**config.mk**
```make
export PLATFORM = sky130hd
export DESIGN_NAME = circular_first_free_slot_allocator_flat
export DESIGN_NICKNAME = d
export VERILOG_FILES = /design/src/rtl/core/cffsa_pkg.sv /design/src/rtl/core/cffsa_if.sv /design/src/rtl/core/cffsa_ctrl.sv /design/src/rtl/core/cffsa_dp.sv /design/src/rtl/core/circular_first_free_slot_allocator.sv /design/src/flat_wrapper.sv
export SDC_FILE = /design/constraint.sdc
export NUM_CORES = 2
export LEC_CHECK = 0
export ABC_AREA = 1
export BUFFER_PORTS_ARGS = -buffer_cell sky130_fd_sc_hd__buf_2
export CAP_MARGIN = 10
export CORE_ASPECT_RATIO = 0.7
export CORE_MARGIN = 1.5
export CORE_UTILIZATION = 45
export CTS_CLUSTER_SIZE = 40
export DETAILED_ROUTE_END_ITERATION = 8
export PLACE_DENSITY = 0.71
export REMOVE_ABC_BUFFERS = 1
export SYNTH_ARGS = -nofsm -noshare
export SYNTH_HDL_FRONTEND = slang
export SYNTH_HIERARCHICAL = 1
export SYNTH_SLANG_ARGS = --single-unit
```
**constraint.sdc**
```tcl
create_clock -name clk_i -period 4.4 [get_ports clk_i]
set_input_delay 0.44 -clock clk_i [delete_from_list [all_inputs] [get_ports clk_i]]
set_output_delay 0.44 -clock clk_i [all_outputs]
set_load 0.005 [all_outputs]
```
**src/rtl/core/cffsa_pkg.sv**
```systemverilog
`default_nettype none
// ----------------------------------------------------------------------------
// cffsa_pkg
// Shared constants and controller/datapath handshake structs for the
// circular first-free slot allocator.
// ----------------------------------------------------------------------------
package cffsa_pkg;

  localparam int SLOT_W    = 10;               // slot index field width
  localparam int SLOTS     = 1 << SLOT_W;
  localparam int BIT_W     = 5;                // slot bits per occupancy word (log2)
  localparam int WORD_W    = 1 << BIT_W;
  localparam int WIDX_W    = SLOT_W - BIT_W;   // word index width
  localparam int NUM_WORDS = 1 << WIDX_W;

  localparam logic OP_ALLOC   = 1'b0;
  localparam logic OP_RELEASE = 1'b1;

  // controller -> datapath
  typedef struct packed {
    logic capture;     // latch request, read its word
    logic rd_found;    // read word chosen by the word-level search
    logic take_cand;   // take bit from masked search of the preferred word
    logic take_free;   // take lowest free bit of the found word
    logic rot_en;      // rotate the free-word vector to start after the word
    logic commit_set;  // mark bit used, load grant result
    logic commit_clr;  // clear bit (release)
    logic load_full;   // load table-full result
  } cmd_t;

  // datapath -> controller
  typedef struct packed {
    logic is_release;
    logic cand_any;    // a free slot at or after the preferred bit in its word
    logic all_full;
    logic out_free;    // result register can take a new transaction
  } status_t;

endpackage
`default_nettype wire

```
**src/rtl/core/cffsa_if.sv**
```systemverilog
`default_nettype none
// ----------------------------------------------------------------------------
// cffsa_req_if / cffsa_rsp_if
// Valid/ready channels carrying allocate/release requests and grant results.
// ----------------------------------------------------------------------------
interface cffsa_req_if;
  logic                        valid;
  logic                        ready;
  logic                        operation;
  logic [cffsa_pkg::SLOT_W-1:0] slot_index;

  modport source (output valid, output operation, output slot_index, input ready);
  modport sink   (input valid, input operation, input slot_index, output ready);
endinterface

interface cffsa_rsp_if;
  logic                        valid;
  logic                        ready;
  logic [cffsa_pkg::SLOT_W-1:0] granted_slot;
  logic                        table_full;

  modport source (output valid, output granted_slot, output table_full, input ready);
  modport sink   (input valid, input granted_slot, input table_full, output ready);
endinterface
`default_nettype wire

```
**src/rtl/core/cffsa_ctrl.sv**
```systemverilog
`default_nettype none
// ----------------------------------------------------------------------------
// cffsa_ctrl
// Sequencer: steps one request through read, word search and commit.
// ----------------------------------------------------------------------------
module cffsa_ctrl (
  input  wire                      clk_i,
  input  wire                      rst_ni,
  input  wire                      req_valid_i,
  output logic                     req_ready_o,
  input  wire cffsa_pkg::status_t  status_i,
  output cffsa_pkg::cmd_t          cmd_o
);

  typedef enum logic [2:0] {
    S_IDLE,
    S_CHECK,
    S_ROTATE,
    S_FIND,
    S_PICK,
    S_COMMIT,
    S_RELEASE,
    S_FULL
  } state_e;

  state_e state_q, state_d;

  assign req_ready_o = (state_q == S_IDLE);

  always_comb begin
    state_d = state_q;
    cmd_o   = '0;
    unique case (state_q)
      S_IDLE: begin
        if (req_valid_i) begin
          cmd_o.capture = 1'b1;
          state_d       = S_CHECK;
        end
      end
      S_CHECK: begin
        if (status_i.is_release) begin
          state_d = S_RELEASE;
        end else if (status_i.cand_any) begin
          cmd_o.take_cand = 1'b1;
          state_d         = S_COMMIT;
        end else if (status_i.all_full) begin
          state_d = S_FULL;
        end else begin
          cmd_o.rot_en = 1'b1;
          state_d      = S_ROTATE;
        end
      end
      S_ROTATE: begin
        cmd_o.rd_found = 1'b1;
        state_d        = S_FIND;
      end
      S_FIND: begin
        // read data of the found word lands this cycle
        state_d = S_PICK;
      end
      S_PICK: begin
        cmd_o.take_free = 1'b1;
        state_d         = S_COMMIT;
      end
      S_COMMIT: begin
        if (status_i.out_free) begin
          cmd_o.commit_set = 1'b1;
          state_d          = S_IDLE;
        end
      end
      S_RELEASE: begin
        cmd_o.commit_clr = 1'b1;
        state_d          = S_IDLE;
      end
      S_FULL: begin
        if (status_i.out_free) begin
          cmd_o.load_full = 1'b1;
          state_d         = S_IDLE;
        end
      end
      default: state_d = S_IDLE;
    endcase
  end

  always_ff @(posedge clk_i or negedge rst_ni) begin
    if (!rst_ni) begin
      state_q <= S_IDLE;
    end else begin
      state_q <= state_d;
    end
  end

endmodule
`default_nettype wire

```
**src/rtl/core/cffsa_dp.sv**
```systemverilog
`default_nettype none
// ----------------------------------------------------------------------------
// cffsa_dp
// Occupancy store (words of slot bits), word-full summary, bit and word
// searches, and the result register.
// ----------------------------------------------------------------------------
module cffsa_dp (
  input  wire                              clk_i,
  input  wire                              rst_ni,
  input  wire                              req_operation_i,
  input  wire  [cffsa_pkg::SLOT_W-1:0]     req_slot_index_i,
  input  wire cffsa_pkg::cmd_t             cmd_i,
  output cffsa_pkg::status_t               status_o,
  output logic                             rsp_valid_o,
  input  wire                              rsp_ready_i,
  output logic [cffsa_pkg::SLOT_W-1:0]     rsp_granted_slot_o,
  output logic                             rsp_table_full_o
);

  localparam int BIT_W     = cffsa_pkg::BIT_W;
  localparam int WORD_W    = cffsa_pkg::WORD_W;
  localparam int WIDX_W    = cffsa_pkg::WIDX_W;
  localparam int NUM_WORDS = cffsa_pkg::NUM_WORDS;
  localparam int SLOT_W    = cffsa_pkg::SLOT_W;

  // lowest set bit of a word
  function automatic logic [BIT_W-1:0] low_bit(input logic [WORD_W-1:0] v);
    logic [BIT_W-1:0] r;
    r = '0;
    for (int i = WORD_W - 1; i >= 0; i--) begin
      if (v[i]) r = BIT_W'(i);
    end
    return r;
  endfunction

  // lowest set bit of the word vector
  function automatic logic [WIDX_W-1:0] low_word(input logic [NUM_WORDS-1:0] v);
    logic [WIDX_W-1:0] r;
    r = '0;
    for (int i = NUM_WORDS - 1; i >= 0; i--) begin
      if (v[i]) r = WIDX_W'(i);
    end
    return r;
  endfunction

  logic [WORD_W-1:0]    mem_q [NUM_WORDS];
  logic [NUM_WORDS-1:0] wfull_q;
  logic [WORD_W-1:0]    rd_q;
  logic                 op_q;
  logic [WIDX_W-1:0]    widx_q;
  logic [BIT_W-1:0]     bidx_q;
  logic [NUM_WORDS-1:0] rot_q;

  logic [WIDX_W-1:0]    rd_addr;
  logic [WIDX_W-1:0]    found_widx;
  logic [WIDX_W-1:0]    rot_sh;
  logic [WORD_W-1:0]    cand;
  logic [WORD_W-1:0]    bit_oh;
  logic [WORD_W-1:0]    set_word;
  logic [WORD_W-1:0]    clr_word;
  logic [2*NUM_WORDS-1:0] free_dbl;

  logic                 out_valid_q;
  logic [SLOT_W-1:0]    out_slot_q;
  logic                 out_full_q;

  // free slots at or after the preferred bit of the captured word
  assign cand       = ~rd_q & ({WORD_W{1'b1}} << bidx_q);
  assign bit_oh     = WORD_W'(1) << bidx_q;
  assign set_word   = rd_q | bit_oh;
  assign clr_word   = rd_q & ~bit_oh;
  assign rot_sh     = widx_q + WIDX_W'(1);
  assign free_dbl   = {~wfull_q, ~wfull_q};
  assign found_widx = widx_q + WIDX_W'(1) + low_word(rot_q);
  assign rd_addr    = cmd_i.rd_found ? found_widx
                                     : req_slot_index_i[SLOT_W-1:BIT_W];

  assign status_o.is_release = (op_q == cffsa_pkg::OP_RELEASE);
  assign status_o.cand_any   = |cand;
  assign status_o.all_full   = &wfull_q;
  assign status_o.out_free   = !out_valid_q || rsp_ready_i;

  // occupancy words, cleared at reset
  always_ff @(posedge clk_i or negedge rst_ni) begin
    if (!rst_ni) begin
      for (int i = 0; i < NUM_WORDS; i++) mem_q[i] <= '0;
      wfull_q <= '0;
    end else begin
      if (cmd_i.commit_set) begin
        mem_q[widx_q]   <= set_word;
        wfull_q[widx_q] <= &set_word;
      end else if (cmd_i.commit_clr) begin
        mem_q[widx_q]   <= clr_word;
        wfull_q[widx_q] <= 1'b0;
      end
    end
  end

  always_ff @(posedge clk_i) begin
    if (cmd_i.capture || cmd_i.rd_found) begin
      rd_q <= mem_q[rd_addr];
    end
  end

  // request and search registers
  always_ff @(posedge clk_i) begin
    if (cmd_i.capture) begin
      op_q   <= req_operation_i;
      widx_q <= req_slot_index_i[SLOT_W-1:BIT_W];
      bidx_q <= req_slot_index_i[BIT_W-1:0];
    end else begin
      if (cmd_i.rd_found) widx_q <= found_widx;
      if (cmd_i.take_cand) bidx_q <= low_bit(cand);
      if (cmd_i.take_free) bidx_q <= low_bit(~rd_q);
    end
    if (cmd_i.rot_en) begin
      rot_q <= free_dbl[rot_sh +: NUM_WORDS];
    end
  end

  // result register
  always_ff @(posedge clk_i or negedge rst_ni) begin
    if (!rst_ni) begin
      out_valid_q <= 1'b0;
    end else if (cmd_i.commit_set || cmd_i.load_full) begin
      out_valid_q <= 1'b1;
    end else if (rsp_ready_i) begin
      out_valid_q <= 1'b0;
    end
  end

  always_ff @(posedge clk_i) begin
    if (cmd_i.commit_set) begin
      out_slot_q <= {widx_q, bidx_q};
      out_full_q <= 1'b0;
    end else if (cmd_i.load_full) begin
      out_slot_q <= '0;
      out_full_q <= 1'b1;
    end
  end

  assign rsp_valid_o        = out_valid_q;
  assign rsp_granted_slot_o = out_slot_q;
  assign rsp_table_full_o   = out_full_q;

endmodule
`default_nettype wire

```
**src/rtl/core/circular_first_free_slot_allocator.sv**
```systemverilog
`default_nettype none
// ----------------------------------------------------------------------------
// circular_first_free_slot_allocator
// Grants the preferred slot if free, else the next free slot with wraparound;
// release requests free a slot and return nothing.
// ----------------------------------------------------------------------------
//   channel  dir  payload                       notes
//   req      in   operation, slot_index         0 allocate, 1 release
//   rsp      out  granted_slot, table_full      one per allocate
//
// Release: read word, check, clear bit. Allocate hit in the preferred word:
// read, check, commit; table full: read, check, load full. Word-full search:
// read, check, rotate, read found word, pick its lowest free bit, commit.
// Reset clears all occupancy at once; no clearing pass.
// One request in flight; a new request is taken while a result waits, and
// an allocate holds at commit or table full until the result register is free.
module circular_first_free_slot_allocator (
  input  wire       clk_i,
  input  wire       rst_ni,
  cffsa_req_if.sink   req,
  cffsa_rsp_if.source rsp
);

  cffsa_pkg::cmd_t    cmd;
  cffsa_pkg::status_t status;

  cffsa_ctrl u_ctrl (
    .clk_i       (clk_i),
    .rst_ni      (rst_ni),
    .req_valid_i (req.valid),
    .req_ready_o (req.ready),
    .status_i    (status),
    .cmd_o       (cmd)
  );

  cffsa_dp u_dp (
    .clk_i              (clk_i),
    .rst_ni             (rst_ni),
    .req_operation_i    (req.operation),
    .req_slot_index_i   (req.slot_index),
    .cmd_i              (cmd),
    .status_o           (status),
    .rsp_valid_o        (rsp.valid),
    .rsp_ready_i        (rsp.ready),
    .rsp_granted_slot_o (rsp.granted_slot),
    .rsp_table_full_o   (rsp.table_full)
  );

endmodule
`default_nettype wire

```
**src/flat_wrapper.sv**
```systemverilog
// flat-port wrapper written by rule: the top's interface ports become plain ports
module circular_first_free_slot_allocator_flat 
  (clk_i, rst_ni, req_valid, req_operation, req_slot_index, req_ready, rsp_valid, rsp_granted_slot, rsp_table_full, rsp_ready);
  cffsa_req_if req_i ();
  cffsa_rsp_if rsp_i ();
  input  wire clk_i;
  input  wire rst_ni;
  input wire logic [$bits(req_i.valid)-1:0] req_valid;
  input wire logic [$bits(req_i.operation)-1:0] req_operation;
  input wire logic [$bits(req_i.slot_index)-1:0] req_slot_index;
  output wire logic [$bits(req_i.ready)-1:0] req_ready;
  output wire logic [$bits(rsp_i.valid)-1:0] rsp_valid;
  output wire logic [$bits(rsp_i.granted_slot)-1:0] rsp_granted_slot;
  output wire logic [$bits(rsp_i.table_full)-1:0] rsp_table_full;
  input wire logic [$bits(rsp_i.ready)-1:0] rsp_ready;
  assign req_i.valid = req_valid;
  assign req_i.operation = req_operation;
  assign req_i.slot_index = req_slot_index;
  assign req_ready = req_i.ready;
  assign rsp_valid = rsp_i.valid;
  assign rsp_granted_slot = rsp_i.granted_slot;
  assign rsp_table_full = rsp_i.table_full;
  assign rsp_i.ready = rsp_ready;
  circular_first_free_slot_allocator u_core (.clk_i(clk_i), .rst_ni(rst_ni), .req(req_i), .rsp(rsp_i));
endmodule
```
* After elaboration in Yosys (flattened, before gate mapping)
Index checks and enable logic that the tools add are counted.
** Word-level totals
- Register bits :: 1146
- Logic and storage cells :: 229
- Output and inout port bits :: 13
- Bits of input ports :: 15
** Operators by class
- Magnitude comparators :: 5
- Shift-type cells :: 3
- Bitwise logic cells :: 10
- Muxes and demuxes :: 141
- Reduce and logical (&&, ||, !) cells :: 17
- Equality and inequality tests :: 9
- $add $sub $neg :: 2
** Operator list (number)
- bitwise mux 1024 bit :: 2
- 2-to-1 mux 1024 bit :: 2
- 2-to-1 mux 5 bit :: 102
- binary-select mux 32 bit (select 5 bit) :: 1
- demux 32 bit (select 5 bit) :: 1
- 2-to-1 mux 32 bit :: 5
- inverter 32 bit :: 4
- bitwise AND 32 bit :: 3
- AND reduction 32 bit :: 2
- variable part select 64 x 6 -> 32 bit :: 1
- bitwise mux 32 bit :: 1
- bitwise OR 32 bit :: 1
- OR reduction 32 bit :: 1
- left shift 1 x 5 -> 32 bit (first input constant) :: 1
- left shift 32 x 5 -> 32 bit (first input constant) :: 1
- case mux 3 bit (7 select lines) :: 1
- 2-to-1 mux 10 bit :: 2
- 2-to-1 mux 1 bit :: 18
- 2-to-1 mux 3 bit :: 5
- equality test 3 bit (second input constant) :: 4
- >= comparator 6 bit (second input constant) :: 2
- inverter 5 -> 6 bit :: 2
- nonzero test 2 bit :: 4
- equality test 3 x 2 -> 1 bit (second input constant) :: 2
- 16 further kinds :: 19

* Depth between registers and ports, before layout
- Word-level depth :: 38
- Mapped depth :: 46

* Modules after synthesis
Netlist, hierarchy kept.
** By module, submodules not included
- cffsa_dp :: area each 58124.5 um^2, times used 1, cells an instance 7825
- cffsa_ctrl :: area each 251.5 um^2, times used 1, cells an instance 43

* Least setup slack after synthesis
Ideal clock, no wire load.
- Path type :: register to register
- From :: register u_core.u_dp.rot_q[29]
- To :: register u_core.u_dp.rd_q[21] (data pin)
- Required time :: 4.147 ns
- Slack :: 0.611 ns
- Stages on the path, launching flop included :: 45
- Arrival time :: 3.536 ns
- Path through :: edfxtp_1 inv_1 nand2_1 nand2_1 nand2_1 nand2_1 nand2_1 nand2_1 nand2_1 nand2_1 nand2_1 nand2_1 nand2_1 nand2_1 nand2_1 nand2_1 nand2_1 nand2_1 [9 not listed] nand2_1 nand2_1 nand2_1 nand2_1 nand3_1 inv_1 fa_1 a21oi_1 nor2_1 nor2_1 xnor2_1 xor2_1 nand2_1 o21ai_1 inv_1 buf_1 nand2_1 nand2_1
** Between the ends
- Cells in the longest elaborated chain, start to end :: 36
** RTL lines
- start, declared :: line cffsa_dp.sv:52 : logic [NUM_WORDS-1:0] rot_q;
- start signal, assigned :: line cffsa_dp.sv:117 : rot_q <= free_dbl[rot_sh +: NUM_WORDS];
- 2-to-1 mux 5 bit (30 in a row) :: line cffsa_dp.sv:41 : if (v[i]) r = WIDX_W'(i);
- adder 5 bit :: line cffsa_dp.sv:74 : assign found_widx = widx_q + WIDX_W'(1) + low_word(rot_q);
- 2-to-1 mux 5 bit :: line cffsa_dp.sv:75 : assign rd_addr = cmd_i.rd_found ? found_widx
- inverter 5 -> 6 bit (not written as such) :: line cffsa_dp.sv:101 : rd_q <= mem_q[rd_addr];
- binary-select mux 32 bit (select 5 bit) :: line cffsa_dp.sv:101
- 2-to-1 mux 32 bit (not written as such) (2 in a row) :: line cffsa_dp.sv:101
- end signal, assigned :: line cffsa_dp.sv:101
- end, declared :: line cffsa_dp.sv:48 : logic [WORD_W-1:0] rd_q;
Every way passes these cells. The select of a mux whose other input is x is not followed.
A chain may end at the register's enable or synchronous reset.

* Final worst setup path
- From :: register u_core.u_dp.rot_q[29]
- To :: register u_core.u_dp.rd_q[12] (data pin)
The elaborated chain is that of the path after synthesis.

==> flow_summary.json <==
{
  "run_status": "completed",
  "post-route-util": 0.508,
  "start_kind": "flop",
  "crit_path_frequent_cell": "nand2_1",
  "synth.distinct_cells": 44,
  "hpwl_um": 114000,
  "wl_um": 200000,
  "drc": 0,
  "first_pass_iters": 6,
  "cp_num_cells": 44,
  "max_freq_mhz": 235,
  "combPwrFrac": 0.436,
  "crit_fanout": 28,
  "synth_top_area_cell": "dfrtp_1",
  "leakage_nw": 31.2,
  "rows": 110,
  "dpl_cell_area_mm2": 0.0611,
  "worst_pin_slew_ps": 1260,
  "clockBufferDepth": 3,
  "crit_buf_inv": 5,
  "numClockSinks": 1146,
  "p_sw_mw": 20.8,
  "period_needed_ps": 4250,
  "grt_antenna_before_repair": 0,
  "htree_levels": 3,
  "die_h_um": 304,
  "gr-total-overflow": 0,
  "pin_count": 28,
  "crit_type": "reg -> reg",
  "p_sw_frac": 0.434,
  "finalSetupViolCount": 0,
  "initial_core_util": 0.454,
  "drive_gt1_frac": 0.0719,
  "core_mm2": 0.129,
  "timing.final.crit_share": 0.966,
  "wl_per_cell_um": 21.2,
  "grt_pass1_wl_um": 306000,
  "nFillCells": 12200,
  "ys_async_sr_fraction": 0.925,
  "slew_violations": 0,
  "die_w_um": 433,
  "nets": 7619,
  "hold_depth": 3,
  "end_kind": "flop",
  "synth_top_area_frac": 0.454,
  "ff2ff_path_depth": 44,
  "ys.flop_type": "dfrtp_1",
  "vias": 54300,
  "crit_slowest_cell": "fa_2",
  "p_int_mw": 27.1,
  "dieArea_mm2": 0.132,
  "syn_avg_cell_area_um2": 7.42,
  "synth_area_mm2": 0.0584,
  "yosysWarnings": 6,
  "cts_root_buffer": "clkbuf_16",
  "fin_tns_setup_ps": 0,
  "yosys-top-cells-area": "dfrtp_1, nand2_1, o21ai_0",
  "grt_max_degree": 186,
  "max-slew-margin-rel": 0.162,
  "clkSlewWorstSetupHoldPaths_ps": 70,
  "diodes": 0,
  "area_growth_pct": 12.1,
  "p_per_area_mw_per_mm2": 732,
  "vias_per_cell": 5.76,
  "finalHoldViolCount": 0,
  "synth_edf_count": 85,
  "ir_worst_vdd_uv": 519,
  "clock_latency_ps": 750,
  "clock_skew_ps": 33.1,
  "ys_seq_elements": 1146,
  "whs_ps": 57.2,
  "cp_data_arrival_time_ps": 4740,
  "synthCells": 7868,
  "crit_family": "simple AND/OR/NAND/NOR gates",
  "clock_power_share": 0.203,
  "p_seq_frac": 0.360,
  "worstPathRequired_ps": 4890,
  "cpPeakStageDelay_ps": 540,
  "drv_cap": 0,
  "portBuffers": 27,
  "grt_pass1_vias": 49900,
  "cts_buffers": 109,
  "yosysSeqAreaShare": 0.498,
  "hold_path.class": "in -> reg",
  "cts_tree": "done",
  "drt.antenna.violating_nets": 0,
  "rsz0062_at_grt": "true",
  "grtUsageTotal": 0.298,
  "drtIter0Drc": 7990,
  "routabilityCongestion": 0.923,
  "fin_area_mm2": 0.0654
}
## kinds of logic (layout without fill, tap and decap cells)
kind of cell / Yosys count / after routing / synth area share
and+or+nand+nor: 3995 / 3995 / 0.289
buffers and inverters: 1376 / 1197 / 0.0939
AOI/OAI and AO/OA: 1339 / 1339 / 0.116
DFF: 1146 / 1146 / 0.498
adders and majority gates: 8 / 8 / 0.00184
xor gates and xnor gates: 4 / 4 / 0.000600
## worst paths after layout
check | endpoint | slack [ps] | from
setup / recovery | u_core/u_dp/rd_q[12]$_DFFE_PP_ | 150 | u_core/u_dp/rot_q[29]$_DFFE_PP_
hold / removal | u_core/u_dp/widx_q[2]$_DFFE_PP_ | 60 | req_slot_index[7]
setup reg to reg | u_core/u_dp/rd_q[12]$_DFFE_PP_ | 150 | u_core/u_dp/rot_q[29]$_DFFE_PP_
hold reg to reg | u_core/u_dp/mem_q[995]$_DFFE_PN0P_ | 480 | u_core/u_dp/mem_q[995]$_DFFE_PN0P_
max in group asynchronous | u_core/u_dp/mem_q[163]$_DFFE_PN0P_ | 2830 | rst_ni
min in group asynchronous | u_core/u_dp/mem_q[174]$_DFFE_PN0P_ | 230 | rst_ni
## worst reg2reg max path, delay by kind of cell, from the launching register on
| kind | cells | cell delay, ps |
|---|---|---|
| fa+ha+maj | 1 | 540 |
| flops | 1 | 390 |
| compound gates | 1 | 190 |
| simple gates | 37 | 2230 |
| buf+inv | 5 | 660 |
## stage by stage
stage | setup slack (ps) | power (mW) | instances
2_1_floorplan | -16360 | 29.7 | 7219
3_3_place_gp | -49.3 | 36.4 | 9193
3_5_place_dp | 32.0 | 37.0 | 9193
4_1_cts | 10.6 | 46.8 | 9401
5_1_grt | -245 | 51.0 | 9425
6_report | 148 | 47.9 | 9425
## placed cells by master (no fill, tap or decap), types with 9 or more instances in the layout
cell,netlist,layout
inv_1,719,714
buf_2,109,26
nand2_1,2576,2517
nand3_1,1138,1130
clkbuf_16,0,119
nand3b_1,82,82
o21ai_0,1240,1232
dfrtp_1,1060,1060
clkinv_2,0,18
buf_6,15,9
a21oi_1,56,55
o31ai_4,0,15
clkbuf_1,468,27
nor4_1,23,23
nand2_2,0,23
buf_12,0,81
buf_4,18,127
nand2_4,0,36
nor2_1,148,145
nor3_1,15,15
clkbuf_8,0,18
edfxtp_1,85,85
## layout make-up
type | instances | area (µm²) | share of cell area
Tap cell | 1736 | 2170 | 0.0332
Clock inverter | 49 | 518 | 0.00792
Sequential cell | 1146 | 29100 | 0.445
Clock buffer | 155 | 3100 | 0.0474
Multi-Input combinational cell | 5346 | 24500 | 0.374
Inverter | 727 | 2760 | 0.0421
Timing Repair Buffer | 266 | 3280 | 0.0502
## power groups by stage
stage,sequential (mW),combinational [mW],clock (mW)
6_report,17.3,20.9,9.74
5_1_grt,17.6,23.1,10.3
4_1_cts,17.2,19.8,9.85
3_5_place_dp,17.3,19.7,0
3_3_place_gp,17.1,19.3,0
2_1_floorplan,16.6,13.1,0
## synth_stat cells, types with 18 or more instances
| master | count |
|---|---|
| nand3_1 | 1138 |
| buf_2 | 109 |
| edfxtp_1 | 85 |
| a21oi_1 | 56 |
| buf_4 | 18 |
| buf_1 | 39 |
| nor2_1 | 148 |
| clkbuf_1 | 468 |
| nand2_1 | 2576 |
| inv_1 | 719 |
| o21ai_0 | 1240 |
| nand3b_1 | 82 |
| dfrtp_1 | 1060 |
| nor4_1 | 23 |
## layer usage
layer  share of wire  vias to the layer above  GRT usage
met5               0                        -          0
li1                -                    24700          -
met1            0.43                    26000      0.446
met3            0.12                      387     0.0585
met4           0.031                        0     0.0912
met2            0.42                     3183      0.432
## sequential cells by signal, indices dropped and copies added (netlist names)
| register | count |
|---|---|
| u_core/u_dp/rsp_valid_o | 1 |
| u_core/u_dp/rsp_table_full_o | 1 |
| u_core/u_dp/rot_q | 32 |
| u_core/u_dp/rsp_granted_slot_o | 10 |
| u_core/u_dp/widx_q | 5 |
| u_core/u_ctrl/state_q | 3 |
| u_core/u_dp/mem_q | 1024 |
| u_core/u_dp/op_q | 1 |
| u_core/u_dp/wfull_q | 32 |
| u_core/u_dp/bidx_q | 5 |
| u_core/u_dp/rd_q | 32 |
## repair_timing
action                                  in CTS  in global routing
setup buffers                                0                  9
hold buffers                                 4                  0
hold endpoints to repair                    37                  0
resized for setup                            0                 65
endpoints found under the setup margin       0                 32
No activity file was read; power rests on OpenSTA's default activity.
